==> config.mk <==
export PLATFORM = sky130hd
export DESIGN_NAME = sorted_array_priority_queue_unit
export DESIGN_NICKNAME = d
export VERILOG_FILES = /design/src/hw/rtl/sapq_pkg.sv /design/src/hw/rtl/sapq_cell.sv /design/src/hw/rtl/sorted_array_priority_queue_unit.sv
export SDC_FILE = /design/constraint.sdc
export NUM_CORES = 2
export LEC_CHECK = 0
export ABC_AREA = 0
export ABC_CLOCK_PERIOD_IN_PS = 7200
export BUFFER_PORTS_ARGS = -buffer_cell sky130_fd_sc_hd__buf_2
export CAP_MARGIN = 20
export CORE_ASPECT_RATIO = 1.25
export CORE_MARGIN = 1
export CORE_UTILIZATION = 25
export DETAILED_ROUTE_END_ITERATION = 6
export PLACE_DENSITY = 0.49
export SETUP_SLACK_MARGIN = 0.15
export SYNTH_ARGS = -nofsm -noshare
export SYNTH_HDL_FRONTEND = slang
export SYNTH_SLANG_ARGS = --single-unit
==> constraint.sdc <==
create_clock -name i_clk -period 7.2 [get_ports i_clk]
set_input_delay 1.44 -clock i_clk [delete_from_list [all_inputs] [get_ports i_clk]]
set_output_delay 1.44 -clock i_clk [all_outputs]
set_load 0.02 [all_outputs]
==> src/hw/rtl/sapq_pkg.sv <==
// Shared types and constants for the sorted array priority queue.
`timescale 1ns / 1ps
`default_nettype none
package sapq_pkg;

    localparam int DEPTH       = 16;
    localparam int DATA_W      = 32;
    localparam int CNT_W       = $clog2(DEPTH + 1);
    localparam int OUT_CNT_W   = 5;
    localparam int FUNC_W      = 2;
    localparam int STAT_W      = 2;
    localparam int OUT_TDATA_W = 40;

    localparam logic [FUNC_W-1:0] FUNC_INSERT = 2'd0;
    localparam logic [FUNC_W-1:0] FUNC_REMOVE = 2'd1;
    localparam logic [FUNC_W-1:0] FUNC_DUMP   = 2'd2;

    localparam logic [STAT_W-1:0] STAT_OK    = 2'd0;
    localparam logic [STAT_W-1:0] STAT_OVF   = 2'd1;
    localparam logic [STAT_W-1:0] STAT_EMPTY = 2'd2;

    // One move per cycle, broadcast to every cell of the row.
    typedef struct packed {
        logic insert;
        logic remove;
        logic rotate;
    } t_cell_ctrl;

endpackage
`default_nettype wire

==> src/hw/rtl/sapq_cell.sv <==
// One storage cell of the sorted row: holds an entry, moves it per broadcast command.
`timescale 1ns / 1ps
`default_nettype none
module sapq_cell (
    input  wire                              i_clk,
    input  wire sapq_pkg::t_cell_ctrl        i_ctrl,
    input  wire signed [sapq_pkg::DATA_W-1:0] i_new_value,
    input  wire signed [sapq_pkg::DATA_W-1:0] i_left_value,
    input  wire                              i_left_stay,
    input  wire signed [sapq_pkg::DATA_W-1:0] i_right_value,
    input  wire signed [sapq_pkg::DATA_W-1:0] i_head_value,
    input  wire                              i_occ,
    input  wire                              i_tail,
    output logic signed [sapq_pkg::DATA_W-1:0] o_value,
    output logic                             o_stay
);

    logic signed [sapq_pkg::DATA_W-1:0] r_value;
    logic signed [sapq_pkg::DATA_W-1:0] n_value;

    // Keep the entry on insert when it is at least the new value.
    assign o_stay  = i_occ && (r_value >= i_new_value);
    assign o_value = r_value;

    always_comb begin
        n_value = r_value;
        if (i_ctrl.insert) begin
            if (!o_stay) begin
                n_value = i_left_stay ? i_new_value : i_left_value;
            end
        end else if (i_ctrl.remove) begin
            n_value = i_right_value;
        end else if (i_ctrl.rotate) begin
            n_value = i_tail ? i_head_value : i_right_value;
        end
    end

    always_ff @(posedge i_clk) begin
        r_value <= n_value;
    end

endmodule
`default_nettype wire

==> src/hw/rtl/sorted_array_priority_queue_unit.sv <==
// Top level of the sorted array priority queue: control, cell row and output register.
`timescale 1ns / 1ps
`default_nettype none
// Bounded priority queue of sapq_pkg::DEPTH signed 32-bit entries, held largest first in a
// row of cells. Each input word carries an operation in tuser (0 insert, 1 remove largest,
// 2 dump) and a value in tdata. On insert and remove every cell compares the new value with
// its own entry and its left neighbor's decision, then keeps, takes the new value or shifts,
// all in the same edge; equal values leave in arrival order. Each returns one result word. A
// dump first enters the dump state; then, while the output register is free, the row rotates
// one place per cycle, the head goes out, and after count steps the row is back in order; the
// input side is held off meanwhile and the last entry carries tlast. An empty dump or remove
// returns one word with status empty; an insert into a full queue returns status overflow and
// drops the value. Code 3 is taken and dropped with no result. The output register lets a new
// input word in while the previous result waits, as long as it is taken the same cycle. After
// reset the queue is empty; no clearing pass is needed.
module sorted_array_priority_queue_unit (
    input  wire                                 i_clk,
    input  wire                                 i_rst_n,
    input  wire                                 i_s_axis_tvalid,
    output logic                                o_s_axis_tready,
    input  wire  [sapq_pkg::DATA_W-1:0]         i_s_axis_tdata,  // [31:0] value
    input  wire  [sapq_pkg::FUNC_W-1:0]         i_s_axis_tuser,  // [1:0] func
    output logic                                o_m_axis_tvalid,
    input  wire                                 i_m_axis_tready,
    output logic [sapq_pkg::OUT_TDATA_W-1:0]    o_m_axis_tdata,  // [31:0] value_res,
                                                                 // [36:32] count_after, pad
    output logic [sapq_pkg::STAT_W-1:0]         o_m_axis_tuser,  // [1:0] status
    output logic                                o_m_axis_tlast   // last
);

    localparam int D  = sapq_pkg::DEPTH;
    localparam int CW = sapq_pkg::CNT_W;
    localparam int DW = sapq_pkg::DATA_W;

    typedef enum logic [1:0] {
        ST_IDLE = 2'b01,
        ST_DUMP = 2'b10
    } t_state;

    t_state                      r_state, n_state;
    logic [CW-1:0]               r_count, n_count;
    logic [CW-1:0]               r_dump_left, n_dump_left;

    // Output register.
    logic                        r_out_valid;
    logic signed [DW-1:0]        r_out_value;
    logic [sapq_pkg::STAT_W-1:0] r_out_status;
    logic                        r_out_last;
    logic [CW-1:0]               r_out_count;

    logic                        w_emit;
    logic signed [DW-1:0]        w_emit_value;
    logic [sapq_pkg::STAT_W-1:0] w_emit_status;
    logic                        w_emit_last;
    logic [CW-1:0]               w_emit_count;

    logic                        w_out_free;
    logic                        w_accept;
    logic signed [DW-1:0]        w_new_value;
    sapq_pkg::t_cell_ctrl        w_ctrl;

    // Cell row wiring.
    logic signed [DW-1:0]        w_value [D];
    logic [D-1:0]                w_stay;
    logic [D-1:0]                w_occ;

    assign w_out_free      = !r_out_valid || i_m_axis_tready;
    assign o_s_axis_tready = (r_state == ST_IDLE) && w_out_free;
    assign w_accept        = i_s_axis_tvalid && o_s_axis_tready;
    assign w_new_value     = i_s_axis_tdata;

    // Cells below the count are occupied.
    genvar g;
    generate
        for (g = 0; g < D; g++) begin : g_cell
            logic signed [DW-1:0] w_left;
            logic                 w_left_stay;
            logic signed [DW-1:0] w_right;
            logic                 w_tail;

            assign w_occ[g] = r_count > CW'(g);

            if (g == 0) begin : g_head
                assign w_left      = w_new_value;
                assign w_left_stay = 1'b1;
            end else begin : g_body
                assign w_left      = w_value[g-1];
                assign w_left_stay = w_stay[g-1];
            end

            if (g == D - 1) begin : g_end
                assign w_right = w_value[g];
                assign w_tail  = w_occ[g];
            end else begin : g_mid
                assign w_right = w_value[g+1];
                assign w_tail  = w_occ[g] && !(r_count > CW'(g + 1));
            end

            sapq_cell u_cell (
                .i_clk         (i_clk),
                .i_ctrl        (w_ctrl),
                .i_new_value   (w_new_value),
                .i_left_value  (w_left),
                .i_left_stay   (w_left_stay),
                .i_right_value (w_right),
                .i_head_value  (w_value[0]),
                .i_occ         (w_occ[g]),
                .i_tail        (w_tail),
                .o_value       (w_value[g]),
                .o_stay        (w_stay[g])
            );
        end
    endgenerate

    // Sequencer: decode the accepted word, or advance a dump one entry per free slot.
    always_comb begin
        n_state       = r_state;
        n_count       = r_count;
        n_dump_left   = r_dump_left;
        w_ctrl        = '0;
        w_emit        = 1'b0;
        w_emit_value  = '0;
        w_emit_status = sapq_pkg::STAT_OK;
        w_emit_last   = 1'b1;
        w_emit_count  = r_count;

        unique case (r_state)
            ST_IDLE: begin
                if (w_accept) begin
                    case (i_s_axis_tuser)
                        sapq_pkg::FUNC_INSERT: begin
                            w_emit = 1'b1;
                            if (r_count == CW'(D)) begin
                                w_emit_status = sapq_pkg::STAT_OVF;
                            end else begin
                                w_ctrl.insert = 1'b1;
                                n_count       = r_count + 1'b1;
                                w_emit_count  = n_count;
                            end
                        end
                        sapq_pkg::FUNC_REMOVE: begin
                            w_emit = 1'b1;
                            if (r_count == '0) begin
                                w_emit_status = sapq_pkg::STAT_EMPTY;
                            end else begin
                                w_ctrl.remove = 1'b1;
                                w_emit_value  = w_value[0];
                                n_count       = r_count - 1'b1;
                                w_emit_count  = n_count;
                            end
                        end
                        sapq_pkg::FUNC_DUMP: begin
                            if (r_count == '0) begin
                                w_emit        = 1'b1;
                                w_emit_status = sapq_pkg::STAT_EMPTY;
                            end else begin
                                n_state     = ST_DUMP;
                                n_dump_left = r_count;
                            end
                        end
                        default: begin
                            // Unused code: drop the word.
                        end
                    endcase
                end
            end
            ST_DUMP: begin
                if (w_out_free) begin
                    w_ctrl.rotate = 1'b1;
                    w_emit        = 1'b1;
                    w_emit_value  = w_value[0];
                    w_emit_last   = (r_dump_left == CW'(1));
                    n_dump_left   = r_dump_left - 1'b1;
                    if (r_dump_left == CW'(1)) begin
                        n_state = ST_IDLE;
                    end
                end
            end
            default: begin
                n_state = ST_IDLE;
            end
        endcase
    end

    always_ff @(posedge i_clk) begin
        if (!i_rst_n) begin
            r_state     <= ST_IDLE;
            r_count     <= '0;
            r_dump_left <= '0;
            r_out_valid <= 1'b0;
        end else begin
            r_state     <= n_state;
            r_count     <= n_count;
            r_dump_left <= n_dump_left;
            if (w_emit) begin
                r_out_valid <= 1'b1;
            end else if (i_m_axis_tready) begin
                r_out_valid <= 1'b0;
            end
        end
    end

    // Payload of the output register; hold until a new word is loaded.
    always_ff @(posedge i_clk) begin
        if (w_emit) begin
            r_out_value  <= w_emit_value;
            r_out_status <= w_emit_status;
            r_out_last   <= w_emit_last;
            r_out_count  <= w_emit_count;
        end
    end

    assign o_m_axis_tvalid = r_out_valid;
    assign o_m_axis_tdata  = {{(sapq_pkg::OUT_TDATA_W - DW - sapq_pkg::OUT_CNT_W){1'b0}},
                              sapq_pkg::OUT_CNT_W'(r_out_count), r_out_value};
    assign o_m_axis_tuser  = r_out_status;
    assign o_m_axis_tlast  = r_out_last;

    // The input side stays closed for the whole dump.
    a_dump_blocks_input: assert property (@(posedge i_clk) disable iff (!i_rst_n)
        (r_state == ST_DUMP) |-> !o_s_axis_tready)
        else $error("input accepted during dump");

    // The count never exceeds the row.
    a_count_bound: assert property (@(posedge i_clk) disable iff (!i_rst_n)
        r_count <= CW'(D))
        else $error("count beyond depth");

    // Entries still to dump stay within the stored count.
    a_dump_left: assert property (@(posedge i_clk) disable iff (!i_rst_n)
        (r_state == ST_DUMP) |-> (r_dump_left != '0 && r_dump_left <= r_count))
        else $error("dump counter out of range");

    // An insert into a queue with room grows it by one.
    a_insert_grows: assert property (@(posedge i_clk) disable iff (!i_rst_n)
        (w_accept && i_s_axis_tuser == sapq_pkg::FUNC_INSERT && r_count != CW'(D))
        |=> (r_count == $past(r_count) + 1'b1))
        else $error("insert did not advance count");

    // A new result is never loaded over one that has not been taken.
    a_no_overwrite: assert property (@(posedge i_clk) disable iff (!i_rst_n)
        w_emit |-> w_out_free)
        else $error("result overwritten");

endmodule
`default_nettype wire
==> flow_metrics.env <==
export IMPL_status="finished, final reports clean"
export IMPL_ys_seq_area_share_pct=39.2
export IMPL_arrival_ps=5770
export IMPL_area_growth_synth_to_final_pct=11.9
export IMPL_htreeDepth=2
export IMPL_cts_root_buf="clkbuf_16"
export IMPL_num_rows=169
export IMPL_die_area_mm2=0.173
export IMPL_final_nets=4650
export IMPL_path_buf_inv=3
export IMPL_cellLeakagePower_uw=0.0200
export IMPL_antenna_found_initial=10
export IMPL_min_from="r_state[0]"
export IMPL_avgSynthCellArea_um2=10.3
export IMPL_setup_viol=0
export IMPL_vias=36800
export IMPL_rsz0062_at_grt="false"
export IMPL_die_x_um=373
export IMPL_yosysTopAreaCellShare_pct=38.6
export IMPL_synth_most_common_cell="edfxtp_1"
export IMPL_hold_viol_final=0
export IMPL_crit_chain="buf_2 > inv_1 > ha_1 > nand3_1 > nor3_1 > and2_1 > a311oi_1 > o21ai_0 > mux2i_1 > o41a_2 > buf_4"
export IMPL_cp_required_ps=7540
export IMPL_cts_resized=0
export IMPL_grt_overflow=0
export IMPL_dr_first_iter_drc_count=4061
export IMPL_viasPerCell=5.77
export IMPL_relSlewSlack_pct=21.2
export IMPL_post_route_period_util_pct=75.4
export IMPL_routedWlPerCell_um=29.7
export IMPL_grt_pass1_vias=34800
export IMPL_nFillCells=17800
export IMPL_synthCells=4159
export IMPL_ys_warnings_count=0
export IMPL_grt_util_all_layers_pct=21.1
export IMPL_reg2reg_slack_ps=2570
export IMPL_cts_path_max_buffers=3
export IMPL_reg2reg_depth=8
export IMPL_numPortBuffers=79
export IMPL_synth_cell_types=79
export IMPL_min_period_ps=5430
export IMPL_fp_dieH_um=465
export IMPL_vdd_drop_max_uv=189
export IMPL_synthArstFlopShare_pct=0
export IMPL_hold_path_class="reg2reg"
export IMPL_path_clk_slew_ps=60
export IMPL_synth_edff_count=552
export IMPL_maxCapViolCount=0
export IMPL_startpoint_type="primary input"
export IMPL_synth_area_leaders="edfxtp_1 (39%), ha_1 (15%), mux2i_1 (10%)"
export IMPL_cp_top_family="compound AO/OA/AOI/OAI gates"
export IMPL_numCtsBuffers=61
export IMPL_seqCellArea_mm2=0.0168
export IMPL_drive_above_1_share_pct=9.64
export IMPL_clock_latency_ps=730
export IMPL_timing_fmax_mhz=184
export IMPL_end_kind="flop"
export IMPL_syn_cell_area_mm2=0.0429
export IMPL_firstDrtPassIters=6
export IMPL_tightest_slew_ps=1180
export IMPL_grt_pass1_wl_um=266000
export IMPL_pwr_density_cell_mw_per_mm2=255
export IMPL_crit_path_max_incr_delay_ps=660
export IMPL_drc=0
export IMPL_start_util_pct=25.2
export IMPL_tns_ps=0
export IMPL_worstSetupPathType="in2reg"
export IMPL_cts_setup_buffers=0
export IMPL_grt_max_degree=125
export IMPL_yosys_area_top_type="edfxtp_1"
export IMPL_final_max_slew_viol_count=0
export IMPL_wirelength_um=189000
export IMPL_min_to="r_state[0]"
export IMPL_crit_fanout=17
export IMPL_cp_slowest_cell="a311oi_1"
export IMPL_hpwl_um=136000
export IMPL_skew_ps=52.8
export IMPL_multiInputGateArea_mm2=0.0245
export IMPL_hold_buffers=0
export IMPL_reg2reg_from="r_count[0]"
export IMPL_ant_nets=0
export IMPL_totalPowerFinal_uw=12200
export IMPL_synthFlopType="edfxtp_1"
export IMPL_timing_rr_end="g_cell[7].u_cell.o_value[19]"
export IMPL_synth_seq_cells=565
export IMPL_place_congestion=1.00
export IMPL_cts_sinks=565
export IMPL_hold_path_depth=2
export IMPL_pin_count=83
export IMPL_cts_tree="yes"
export IMPL_synthTopCellsByCount="edfxtp_1 (552), ha_1 (526), mux2i_1 (440)"
export IMPL_core_mm2=0.170
-- metrics by stage --
step / util [%] / area [um^2] / worst slack [ps] / hold WS (ps) / cells
2_1_floorplan: - / 42900 / 958 / 480 / 4161
3_3_place_gp: 27.1 / 46000 / 459 / 489 / 6235
3_5_place_dp: 27.1 / 46100 / 1210 / 512 / 6245
4_1_cts: 28.2 / 48000 / 1950 / 520 / 6361
5_1_grt: 28.2 / 48000 / 1860 / 547 / 6363
6_report: 28.2 / 48000 / 1770 / 511 / 6367
-- metal layers --
metal / vias to the layer above / share of wire (%) / global-route usage (%)
met3: 346 / 7.3 / 3.93
li1: 16400 / - / -
met1: 18400 / 40 / 26.4
met5: - / 0.029 / 0
met4: 8 / 5.0 / 9.34
met2: 1640 / 47 / 35.2
-- sequential cells by signal (all words and copies together), names as in the netlist --
signal / cells
r_state: 2
r_out_count: 5
o_m_axis_tvalid: 1
o_m_axis_tuser: 2
o_m_axis_tlast: 1
r_dump_left: 5
r_out_value: 32
r_count: 5
g_cell.u_cell.o_value: 512
-- report_power, final --
part | internal (uW) | switching (uW)
Clock | 1640 | 1560
Sequential | 4510 | 678
Combinational | 1350 | 2500
Total | 7500 | 4730
-- final cells by class --
class                      count  share of cell area [%]
multi-input combinational   3132                    51.0
sequential                   565                    35.1
tap                         2223                    5.79
timing repair buffer         243                    3.50
clock buffer                  75                    3.29
clock inverter                41                   0.649
inverter                      83                   0.649
antenna                        5                  0.0261
-- kinds of logic (layout without fill, tap and decap cells) --
logic type,count (synthesis),count (layout),synth area share (%)
buf+inv,464,442,4.65
flops,565,565,39.2
xor+xnor,9,9,0.184
compound gates,1075,1075,17.8
other cells,1,8,0.00874
simple gates,1078,1078,12.5
mux,441,441,10.3
fa+ha+maj,526,526,15.3
-- cell usage in the layout, fill, tap and decap left out, drive strengths merged, types with 33 or more instances in the layout --
master / instances
a21o: 103
a21oi: 274
a221o: 36
a221oi: 396
and2: 45
and3: 38
buf: 243
clkbuf: 75
clkinv: 33
edfxtp: 552
ha: 526
inv: 85
mux2i: 440
nand2: 265
nand4: 97
nor2: 119
nor3: 413
o21ai: 171
-- worst reg2reg max path, delay by kind of cell (launching register included) --
family	cells	cell delay [ps]
and+or+nand+nor	3	2090
muxes	1	210
AOI/OAI and AO/OA	1	320
DFF	1	650
adders and majority gates	1	310
buffers and inverters	2	850
-- how the worst max path moves through the flow --
stage                       startpoint                            end  depth (start not counted)
floorplan           i_s_axis_tdata[13]    g_cell[9].u_cell.o_value[0]                         10
global placement     i_s_axis_tdata[2]   g_cell[4].u_cell.o_value[28]                         13
detailed placement  i_s_axis_tdata[14]  g_cell[15].u_cell.o_value[25]                         12
CTS                 i_s_axis_tdata[14]  g_cell[15].u_cell.o_value[28]                         12
global route        i_s_axis_tdata[31]  g_cell[10].u_cell.o_value[19]                         12
finish              i_s_axis_tdata[13]  g_cell[15].u_cell.o_value[28]                         11
No activity file was read; power rests on OpenSTA's default activity.
